$ cat src/hdl/rse_pkg.sv
// shared types, codes and helpers for the postfix stack evaluator
// no dependencies; the evaluator, divider and checker refer to this package by scoped names
package rse_pkg;

    // stack geometry
    localparam int STACK_DEPTH = 16;
    localparam int ADDR_W      = $clog2(STACK_DEPTH);
    localparam int SP_W        = $clog2(STACK_DEPTH + 1);

    // fixed field widths
    localparam int DATA_W  = 32;
    localparam int FUNC_W  = 4;
    localparam int DEPTH_W = 5;
    localparam int ERR_W   = 2;

    // operation codes
    typedef enum logic [FUNC_W-1:0] {
        FN_NOP   = 4'd0,
        FN_PUSH  = 4'd1,
        FN_ADD   = 4'd2,
        FN_SUB   = 4'd3,
        FN_MUL   = 4'd4,
        FN_DIV   = 4'd5,
        FN_MOD   = 4'd6,
        FN_ABS   = 4'd7,
        FN_DUP   = 4'd8,
        FN_CLEAR = 4'd9
    } func_t;

    // error codes
    typedef enum logic [ERR_W-1:0] {
        ERR_OK    = 2'd0,
        ERR_UNDER = 2'd1,
        ERR_OVER  = 2'd2,
        ERR_DIVZ  = 2'd3
    } err_t;

    // input word
    typedef struct packed {
        func_t                    func;
        logic signed [DATA_W-1:0] operand;
    } in_word_t;

    // result word
    typedef struct packed {
        logic signed [DATA_W-1:0] top_value;
        logic [DEPTH_W-1:0]       depth;
        err_t                     error_code;
    } out_word_t;

    // two's complement magnitude, most negative value maps to itself
    function automatic logic [DATA_W-1:0] mag(input logic [DATA_W-1:0] x);
        mag = x[DATA_W-1] ? (~x + 1'b1) : x;
    endfunction

endpackage

$ cat src/hdl/rpn_stack_evaluator.sv
// channel | dir | ports                 | payload
// s       | in  | s_valid s_ready s_data | rse_pkg::in_word_t (func, operand)
// m       | out | m_valid m_ready m_data | rse_pkg::out_word_t (top_value, depth, error_code)
//
// each word goes through accept, execute and publish steps; div and mod also wait
// on the 32-step iterative divider in rse_divider
// the top entry lives in a register, the entries below it in rse_stack_ram;
// binary operations read the second entry in the accept cycle
// synchronous active-low reset empties the stack; ram contents are not cleared
// a new word is taken while the previous result waits on m; a stalled m only
// holds the block in its publish step
// depends on rse_pkg, rse_stack_ram, rse_divider
module rpn_stack_evaluator (
    input  logic               aclk,
    input  logic               aresetn,
    input  logic               s_valid,
    output logic               s_ready,
    input  rse_pkg::in_word_t  s_data,
    output logic               m_valid,
    input  logic               m_ready,
    output rse_pkg::out_word_t m_data
);

    localparam int W = rse_pkg::DATA_W;

    typedef enum logic [1:0] {
        S_IDLE,
        S_EXEC,
        S_DIV,
        S_OUT
    } state_t;

    state_t             state_reg, state_next;
    rse_pkg::func_t     func_reg, func_next;
    logic [W-1:0]       operand_reg, operand_next;
    logic [W-1:0]       top_reg, top_next;
    logic [rse_pkg::SP_W-1:0] sp_reg, sp_next;
    rse_pkg::out_word_t res_reg, res_next;
    logic               m_valid_reg, m_valid_next;
    rse_pkg::out_word_t m_data_reg, m_data_next;

    logic [rse_pkg::ADDR_W-1:0] rd_addr;
    logic [rse_pkg::ADDR_W-1:0] wr_addr;
    logic [W-1:0]               rd_data;
    logic                       wr_en;
    logic                       div_start;
    logic                       div_done;
    logic [W-1:0]               div_quo;
    logic [W-1:0]               div_rem;
    logic                       finish;
    rse_pkg::err_t              err;
    logic                       full;

    // second entry sits at sp-2, the slot for the current top at sp-1
    assign rd_addr = rse_pkg::ADDR_W'(sp_reg - rse_pkg::SP_W'(2));
    assign wr_addr = rse_pkg::ADDR_W'(sp_reg - rse_pkg::SP_W'(1));
    assign full    = (sp_reg == rse_pkg::SP_W'(rse_pkg::STACK_DEPTH));

    rse_stack_ram #(
        .DATA_W (W),
        .DEPTH  (rse_pkg::STACK_DEPTH),
        .ADDR_W (rse_pkg::ADDR_W)
    ) u_ram (
        .aclk    (aclk),
        .wr_en   (wr_en),
        .wr_addr (wr_addr),
        .wr_data (top_reg),
        .rd_addr (rd_addr),
        .rd_data (rd_data)
    );

    rse_divider u_div (
        .aclk      (aclk),
        .aresetn   (aresetn),
        .start     (div_start),
        .dividend  (rse_pkg::mag(rd_data)),
        .divisor   (rse_pkg::mag(top_reg)),
        .done      (div_done),
        .quotient  (div_quo),
        .remainder (div_rem)
    );

    // sequencer and stack update
    always_comb begin
        state_next   = state_reg;
        func_next    = func_reg;
        operand_next = operand_reg;
        top_next     = top_reg;
        sp_next      = sp_reg;
        res_next     = res_reg;
        m_data_next  = m_data_reg;
        m_valid_next = m_valid_reg && !m_ready;
        wr_en        = 1'b0;
        div_start    = 1'b0;
        finish       = 1'b0;
        err          = rse_pkg::ERR_OK;

        unique case (state_reg)
            S_IDLE: begin
                if (s_valid) begin
                    func_next    = s_data.func;
                    operand_next = s_data.operand;
                    state_next   = S_EXEC;
                end
            end
            S_EXEC: begin
                finish = 1'b1;
                unique case (func_reg) inside
                    rse_pkg::FN_PUSH: begin
                        if (full) begin
                            err = rse_pkg::ERR_OVER;
                        end else begin
                            wr_en    = (sp_reg != '0);
                            top_next = operand_reg;
                            sp_next  = sp_reg + 1'b1;
                        end
                    end
                    rse_pkg::FN_ADD, rse_pkg::FN_SUB, rse_pkg::FN_MUL: begin
                        if (sp_reg < rse_pkg::SP_W'(2)) begin
                            err = rse_pkg::ERR_UNDER;
                        end else begin
                            if (func_reg == rse_pkg::FN_ADD) begin
                                top_next = rd_data + top_reg;
                            end else if (func_reg == rse_pkg::FN_SUB) begin
                                top_next = rd_data - top_reg;
                            end else begin
                                top_next = rd_data * top_reg;
                            end
                            sp_next = sp_reg - 1'b1;
                        end
                    end
                    rse_pkg::FN_DIV, rse_pkg::FN_MOD: begin
                        if (sp_reg < rse_pkg::SP_W'(2)) begin
                            err = rse_pkg::ERR_UNDER;
                        end else if (top_reg == '0) begin
                            err = rse_pkg::ERR_DIVZ;
                        end else begin
                            div_start  = 1'b1;
                            finish     = 1'b0;
                            state_next = S_DIV;
                        end
                    end
                    rse_pkg::FN_ABS: begin
                        if (sp_reg == '0) begin
                            err = rse_pkg::ERR_UNDER;
                        end else begin
                            top_next = rse_pkg::mag(top_reg);
                        end
                    end
                    rse_pkg::FN_DUP: begin
                        if (sp_reg == '0) begin
                            err = rse_pkg::ERR_UNDER;
                        end else if (full) begin
                            err = rse_pkg::ERR_OVER;
                        end else begin
                            wr_en   = 1'b1;
                            sp_next = sp_reg + 1'b1;
                        end
                    end
                    rse_pkg::FN_CLEAR: begin
                        sp_next = '0;
                    end
                    default: begin
                    end
                endcase
            end
            S_DIV: begin
                // ram read data and top stay put while the divider runs
                if (div_done) begin
                    finish = 1'b1;
                    if (func_reg == rse_pkg::FN_DIV) begin
                        top_next = (rd_data[W-1] ^ top_reg[W-1]) ? (~div_quo + 1'b1)
                                                                 : div_quo;
                    end else begin
                        top_next = rd_data[W-1] ? (~div_rem + 1'b1) : div_rem;
                    end
                    sp_next = sp_reg - 1'b1;
                end
            end
            S_OUT: begin
                if (!m_valid_reg || m_ready) begin
                    m_valid_next = 1'b1;
                    m_data_next  = res_reg;
                    state_next   = S_IDLE;
                end
            end
            default: begin
                state_next = S_IDLE;
            end
        endcase

        // capture the result word
        if (finish) begin
            res_next.top_value  = (sp_next == '0) ? '0 : top_next;
            res_next.depth      = rse_pkg::DEPTH_W'(sp_next);
            res_next.error_code = err;
            state_next          = S_OUT;
        end
    end

    // state and registered outputs
    always_ff @(posedge aclk) begin
        if (!aresetn) begin
            state_reg   <= S_IDLE;
            sp_reg      <= '0;
            m_valid_reg <= 1'b0;
        end else begin
            state_reg   <= state_next;
            sp_reg      <= sp_next;
            m_valid_reg <= m_valid_next;
        end
        func_reg    <= func_next;
        operand_reg <= operand_next;
        top_reg     <= top_next;
        res_reg     <= res_next;
        m_data_reg  <= m_data_next;
    end

    assign s_ready = (state_reg == S_IDLE);
    assign m_valid = m_valid_reg;
    assign m_data  = m_data_reg;

endmodule

$ cat src/hdl/rse_stack_ram.sv
// generic single write port, single read port ram with registered read data
// no dependencies
module rse_stack_ram #(
    parameter int DATA_W = 32,
    parameter int DEPTH  = 16,
    parameter int ADDR_W = $clog2(DEPTH)
) (
    input  logic              aclk,
    input  logic              wr_en,
    input  logic [ADDR_W-1:0] wr_addr,
    input  logic [DATA_W-1:0] wr_data,
    input  logic [ADDR_W-1:0] rd_addr,
    output logic [DATA_W-1:0] rd_data
);

    logic [DATA_W-1:0] mem [DEPTH];

    // write port
    always_ff @(posedge aclk) begin
        if (wr_en) begin
            mem[wr_addr] <= wr_data;
        end
    end

    // read port, registered read data
    always_ff @(posedge aclk) begin
        rd_data <= mem[rd_addr];
    end

endmodule

$ cat src/hdl/rse_divider.sv
// iterative unsigned restoring divider, one quotient bit per cycle
// depends on rse_pkg for the data width
module rse_divider (
    input  logic                       aclk,
    input  logic                       aresetn,
    input  logic                       start,
    input  logic [rse_pkg::DATA_W-1:0] dividend,
    input  logic [rse_pkg::DATA_W-1:0] divisor,
    output logic                       done,
    output logic [rse_pkg::DATA_W-1:0] quotient,
    output logic [rse_pkg::DATA_W-1:0] remainder
);

    localparam int W      = rse_pkg::DATA_W;
    localparam int ITER_W = $clog2(W);

    logic [W-1:0]      rem_reg, rem_next;
    logic [W-1:0]      quo_reg, quo_next;
    logic [W-1:0]      den_reg, den_next;
    logic [ITER_W-1:0] cnt_reg, cnt_next;
    logic              busy_reg, busy_next;
    logic              done_reg, done_next;
    logic [W:0]        trial;

    // one restoring step
    always_comb begin
        trial     = {rem_reg, quo_reg[W-1]} - {1'b0, den_reg};
        rem_next  = rem_reg;
        quo_next  = quo_reg;
        den_next  = den_reg;
        cnt_next  = cnt_reg;
        busy_next = busy_reg;
        done_next = 1'b0;
        if (start) begin
            rem_next  = '0;
            quo_next  = dividend;
            den_next  = divisor;
            cnt_next  = ITER_W'(W - 1);
            busy_next = 1'b1;
        end else if (busy_reg) begin
            if (!trial[W]) begin
                rem_next = trial[W-1:0];
                quo_next = {quo_reg[W-2:0], 1'b1};
            end else begin
                rem_next = {rem_reg[W-2:0], quo_reg[W-1]};
                quo_next = {quo_reg[W-2:0], 1'b0};
            end
            if (cnt_reg == '0) begin
                busy_next = 1'b0;
                done_next = 1'b1;
            end else begin
                cnt_next = cnt_reg - 1'b1;
            end
        end
    end

    // control state
    always_ff @(posedge aclk) begin
        if (!aresetn) begin
            busy_reg <= 1'b0;
            done_reg <= 1'b0;
        end else begin
            busy_reg <= busy_next;
            done_reg <= done_next;
        end
    end

    // datapath
    always_ff @(posedge aclk) begin
        rem_reg <= rem_next;
        quo_reg <= quo_next;
        den_reg <= den_next;
        cnt_reg <= cnt_next;
    end

    assign done      = done_reg;
    assign quotient  = quo_reg;
    assign remainder = rem_reg;

endmodule

$ cat config.mk
export PLATFORM = sky130hd
export DESIGN_NAME = rpn_stack_evaluator
export DESIGN_NICKNAME = d
export VERILOG_FILES = /design/src/hdl/rse_pkg.sv /design/src/hdl/rpn_stack_evaluator.sv /design/src/hdl/rse_stack_ram.sv /design/src/hdl/rse_divider.sv
export SDC_FILE = /design/constraint.sdc
export NUM_CORES = 2
export LEC_CHECK = 0
export BUFFER_PORTS_ARGS = -buffer_cell sky130_fd_sc_hd__buf_4
export CORE_ASPECT_RATIO = 2
export CORE_MARGIN = 5
export CORE_UTILIZATION = 50
export DETAILED_ROUTE_END_ITERATION = 8
export GPL_ROUTABILITY_DRIVEN = 1
export HOLD_SLACK_MARGIN = 0.02
export MAX_ROUTING_LAYER = met4
export PLACE_DENSITY = 0.67
export SETUP_SLACK_MARGIN = 0.02
export SYNTH_ARGS = -nofsm -noshare
export SYNTH_HDL_FRONTEND = slang
export SYNTH_HIERARCHICAL = 1
export SYNTH_SLANG_ARGS = --single-unit
$ cat constraint.sdc
create_clock -name aclk -period 11.3 [get_ports aclk]
set_input_delay 1.695 -clock aclk [delete_from_list [all_inputs] [get_ports aclk]]
set_output_delay 1.695 -clock aclk [all_outputs]
set_load 0.05 [all_outputs]
# == After elaboration in Yosys (flattened, before gate mapping) ==
# Memory sizes are Yosys's and may differ from the RTL's. A register that Yosys moved wholly into a read port is not among the register bits.
# Index checks and enable logic that the tools add are counted.
# classes
n_bitwise,8
reduce_logical,19
n_eq_ne,18
n_addsub,11
mul,1
mux,59
order_cmp,1
# ops
op,n
$mux W32,14
$add A32 B1 Y32 const B,4
$not A32 Y32,4
$pmux W32 S3,1
$pmux W32 S2,1
$sub A33 B32 Y33,1
$add A32 B32 Y32,1
$logic_not A32 Y1,1
$mul A32 B32 Y32,1
$sub A32 B32 Y32,1
$mux W1,23
$mux W2,10
$mux W5,4
$pmux W5 S4,1
$eq A4 B3 Y1 const B,4
$logic_not A5 Y1,3
$pmux W2 S5,1
$pmux W5 S2,1
$sub A5 B1 Y5 const B,2
$ne A3 B3 Y1 const B,3
$eq A4 B2 Y1 const B,2
$eq A4 B4 Y1 const B,2
$ne A3 B2 Y1 const B,2
$pmux W2 S3,1
21 further kinds,29
# totals
mem_count,1
regBits,257
mem_bits_rw,512
input_bits,40
wordCells,136
# memory_table
memory,words,width,rd,rd_clocked_by_memory_dff,wr,line,rtl
u_ram.mem,16,32,1,1,1,rse_stack_ram.sv:16,logic [DATA_W-1:0] mem [DEPTH];

# == Logic depth before layout (Yosys ltp) ==
# logic_depth
ltp_word,7
depth_mapped,29

# == Cells and area by module ==
# The synthesis kept the hierarchy.
# modules_own_cells
module,cells_each,seq_area_each_um2,instances,area_each_um2
rpn_stack_evaluator,3405,4224.1,1,29383.2
rse_stack_ram,838,16015.4,1,19835.3
rse_divider,539,2702.6,1,5738.0

# == Worst setup path before layout ==
# OpenSTA, ideal clock, no wires.
# synth_path
path_kind,register -> register
start,register top_reg[10]
end,register res_reg[35] in the netlist's numbering (data pin)
stages_incl_launch_ff,28
t_arrival_ns,7.354
slack_ns,3.687
cell_sequence,dfxtp_1 clkbuf_1 clkbuf_1 clkbuf_1 nand2_1 fa_1 inv_1 fa_1 fa_1 inv_1 fa_1 inv_1 fa_1 inv_1 fa_1 inv_1 fa_1 fa_1 ha_1 inv_1 nor4_1 nor3b_1 a2111oi_2 o21ai_0 xnor2_1 nand2_1 and3_1 o31a_1
# synth_via
elab_chain_len,6
elab_cells_between_ends,12
classes_between,add/sub: 3; mul: 1; mux: 7; bitwise: 1
# synth_rtl
element,line,rtl
start: declaration,rpn_stack_evaluator.sv:36,"logic [W-1:0] top_reg, top_next;"
start signal: assignment,rpn_stack_evaluator.sv:214,top_reg <= top_next;
$mul A32 B32 Y32 (tied with other cells),rpn_stack_evaluator.sv:127,top_next = rd_data * top_reg;
$mux W32 or $add A32 B1 Y32 (tied branches),"rpn_stack_evaluator.sv:124, rse_pkg.sv:53",
"$mux W32, on equally long branches","rpn_stack_evaluator.sv:122, rse_pkg.sv:53",
"$mux W32, on equally long branches","rpn_stack_evaluator.sv:119, rpn_stack_evaluator.sv:144",
$pmux W32 S3 (*),rpn_stack_evaluator.sv:108,unique case (func_reg) inside
$pmux W32 S2 (*),rpn_stack_evaluator.sv:98,unique case (state_reg)
end signal: assignment,rpn_stack_evaluator.sv:215,res_reg <= res_next;
end: declaration,rpn_stack_evaluator.sv:38,"rse_pkg::out_word_t res_reg, res_next;"
# Every way passes the cells marked *; elsewhere a longest branch is shown, timed or not.
# A chain may end at the register's enable or synchronous reset.

# == Worst setup path in the final report ==
# layout_path
start,register u_ram.rd_data[1] (read register of u_ram.mem)
end,register res_reg[37] in the netlist's numbering (data pin)
# layout_via
elab_chain_len,6
elab_cells_between_ends,8
classes_between,add/sub: 2; mul: 1; mux: 5
# layout_rtl
element,line,rtl
start: declaration,rse_stack_ram.sv:13,output logic [DATA_W-1:0] rd_data
$mul A32 B32 Y32 or $sub A32 B32 Y32 (tied branches),"rpn_stack_evaluator.sv:127, rpn_stack_evaluator.sv:125",
$mux W32,rpn_stack_evaluator.sv:124,end else if (func_reg == rse_pkg::FN_SUB) begin
$mux W32 (*),rpn_stack_evaluator.sv:122,if (func_reg == rse_pkg::FN_ADD) begin
$mux W32 (*),rpn_stack_evaluator.sv:119,if (sp_reg < rse_pkg::SP_W'(2)) begin
$pmux W32 S3 (*),rpn_stack_evaluator.sv:108,
$pmux W32 S2 (*),rpn_stack_evaluator.sv:98,
named net top_next[30],rpn_stack_evaluator.sv:36,
# The timed path passes the listed nets; every way through them passes the cells marked *.

==> results.yml <==
drt:
  dr_wl_met3_mm: 13.0
  routed.top_layer: "met4"
  dr_wl_met2_mm: 102
  ant_nets: 0
  drt-met1-wl_mm: 61.4
  drc_errors: 0
  via_count: 40106
  vias_per_cell: 6.43
  wl_mm: 202
  drt_iter0_drc: 3620
  avgRoutedWirePerCell_microns: 32.4
  drt_pass1_iterations: 7
critical_path:
  timing.rr.end: "res_reg[37]"
  cp.required_ps: 11870
  cp_max_fo: 24
  r2r-start: "u_ram/rd_data[1]"
  worstSetupPathType: "register to register"
  r2r_slack_ps: 1740
  cp-start-kind: "register"
  cp-end-kind: "register"
  ff2ff_path_depth: 22
  cp.arrival_ps: 10130
outcome:
  status: "finished, final reports clean"
sta:
  tns_ps: 0
  fin_ws_ps: 1740
  hold_violations: 0
  fmax_ghz: 0.105
  timing.final.crit_share_pct: 84.6
  maxSlewViolCount: 0
  finalSetupViolCount: 0
  worstMarginPinSlew_ps: 1310
  clock_skew_ps: 35.4
  slew_headroom_pct: 12.8
  whs_ps: 420
  rsz0062_at_grt: "no"
  post-route-min-period_ps: 9560
synthesis:
  syn_nets: 5464
  syn_area_per_cell_sq_um: 11.5
  yosysWarningCount: 6
  synth.most_common_cell: "edfxtp_1"
  synth_edf_count: 690
  syn_inst: 4782
  synthTopCellsByCount: "690 x edfxtp_1, 512 x inv_1, 440 x nand2_1, 411 x fa_1, 284 x and2_1"
  yosysSeqAreaShare_pct: 41.7
  ys.flop_type: "edfxtp_1"
  synth_cell_type_count: 101
  async_reset_ff_share_pct: 0
  yosysTopAreaCell: "edfxtp_1"
  synth_top_area_share_pct: 37.7
  syn_area_sq_um: 55000
  ys_top_cells_by_area: "edfxtp_1 38%, fa_1 15%, ha_1 5.3%, mux4_2 5.2%, dfxtp_1 4.0%"
  yosys_register_bits: 801
die:
  die_h_microns: 479
  io_pins: 81
  rows: 172
  fp.coreArea_sq_um: 110000
  die_w_microns: 244
  dieArea_sq_um: 117000
  initial_utilization_pct: 50.2
finish:
  area_delta_synth_final_pct: 9.17
  nets: 5464
  finalInstanceArea_sq_um: 60000
  largest_register_ffs: 512
  fin_cells: 6242
  drive_gt1_share_pct: 12.5
  final_util_pct: 54.8
  filler_cell_count: 9240
hold_path:
  worstHoldPathType: "register to register"
  whs_endpoint: "m_data[3]"
  hp-start: "res_reg[3]"
  whs_path_depth: 0
grt:
  antenna_found_initial: 12
  grt_max_degree: 83
  grt-ovfl-total: 0
  track_usage_pct: 35.1
  grt_pass1_vias: 42058
  grt_first_pass_wirelength_mm: 288
clock_network:
  h-tree-depth: 3
  clock_path_buffers: 3
  numCtsBuffers: 72
  clk_pin_slew_worst_paths_ps: 70
  cts_resized: 0
  holdBufCountCts: 0
  clock_latency_ps: 710
  cts_tree: "yes"
  postCtsSetupBuffers: 0
  cts_root_buffer: "clkbuf_16"
  cts_sinks: 801
placed_design:
  dpl_cell_area_sq_um: 57300
  routabilityCongestion: 1.06
  dp.cells: 6100
  dp_slack_ps: 2030
  io_buffers: 80
  place_hpwl_mm: 147
power_and_ir_drop:
  p_leak_nw: 23.0
  power.density_nw_per_um2: 212
  ir_drop_mv: 0.196
  power_mw: 12.7
run:
  maxCapViolCount: 0
-- where the power goes --
part           switching (mW)  internal [mW]
clock                    1.22           1.54
combinational            4.24           1.98
sequential              0.256           3.46
total                    5.72           6.98
-- area by class of cell --
cell class | instances | area [sq um] | area share (%)
Antenna cell | 10 | 25.0 | 0.0417
Clock buffer | 90 | 2000 | 3.33
Clock inverter | 42 | 654 | 1.09
Inverter | 514 | 1930 | 3.22
Multi-Input combinational cell | 3186 | 29100 | 48.5
Sequential cell | 801 | 23000 | 38.3
Tap cell | 1392 | 1740 | 2.90
Timing Repair Buffer | 207 | 1550 | 2.59
-- critical path: stages (launching register included) --
cell and delay, ps:
dfxtp_1 1000, inv_1 790, nor2_1 320, fa_1 470
fa_1 390, fa_1 500, inv_1 50, fa_1 350
inv_1 90, fa_1 400, ha_1 310, fa_1 520
fa_1 420, ha_1 360, nand3_1 170, nor4_1 720
nor3b_1 400, a2111oi_2 80, buf_4 190, o21ai_0 380
o21ai_0 510, o41ai_1 760, and2_1 230
-- kinds of logic (layout without fill, tap and decap cells) --
family	after synthesis	in the layout	share of synthesized area [%]
AND/OR/NAND/NOR	1271	1271	11.5
AO/OA/AOI/OAI	829	829	10.5
flip-flops	801	801	41.7
buffers and inverters	795	853	5.58
adder cells (fa/ha/maj)	642	642	20.2
XOR/XNOR	268	268	4.28
multiplexers	176	176	6.19
other	0	10	0
-- placed cells by master (no fill, tap or decap), types with 15 or more instances in the layout --
| master | synthesis | layout |
|---|---|---|
| a211oi_1 | 33 | 32 |
| a21o_1 | 35 | 35 |
| a21oi_1 | 164 | 164 |
| a221oi_1 | 31 | 31 |
| a22oi_1 | 72 | 72 |
| a31oi_1 | 31 | 31 |
| and2_1 | 284 | 283 |
| buf_4 | 12 | 207 |
| clkbuf_16 | 0 | 72 |
| dfxtp_1 | 111 | 96 |
| edfxtp_1 | 690 | 690 |
| fa_1 | 411 | 411 |
| ha_1 | 231 | 231 |
| inv_1 | 512 | 511 |
| mux2_2 | 33 | 33 |
| mux2i_1 | 15 | 15 |
| mux4_2 | 128 | 128 |
| nand2_1 | 440 | 440 |
| nand2b_1 | 33 | 33 |
| nand3_1 | 53 | 53 |
| nor2_1 | 227 | 212 |
| nor2b_1 | 26 | 23 |
| nor3_1 | 67 | 60 |
| nor4_1 | 20 | 20 |
| o211ai_1 | 27 | 27 |
| o21a_1 | 28 | 28 |
| o21ai_0 | 165 | 163 |
| o21bai_1 | 19 | 19 |
| o31ai_1 | 42 | 42 |
| o41ai_1 | 21 | 21 |
| or3_1 | 22 | 22 |
| xnor2_1 | 184 | 184 |
| xor2_1 | 83 | 83 |
-- per-layer routing --
| layer | up-vias | GRT usage [%] |
|---|---|---|
| li1 | 16744 | - |
| met1 | 20312 | 33.4 |
| met2 | 2045 | 59.0 |
| met3 | 1005 | 6.48 |
| met4 | 0 | 33.6 |
| met5 | - | - |
-- how the worst max path moves through the flow --
stage | end | slack [ps] | start | cells after the start
floorplan | res_reg[35] | 3690 | top_reg[10] | 27
global placement | res_reg[37] | 2110 | top_reg[2] | 24
detailed placement | res_reg[37] | 2030 | u_ram/rd_data[1] | 22
CTS | res_reg[33] | 2010 | u_ram/rd_data[1] | 23
global route | res_reg[37] | 1540 | u_ram/rd_data[1] | 22
finish | res_reg[37] | 1740 | u_ram/rd_data[1] | 22
Note: power is estimated with default switching activity, not from simulation.
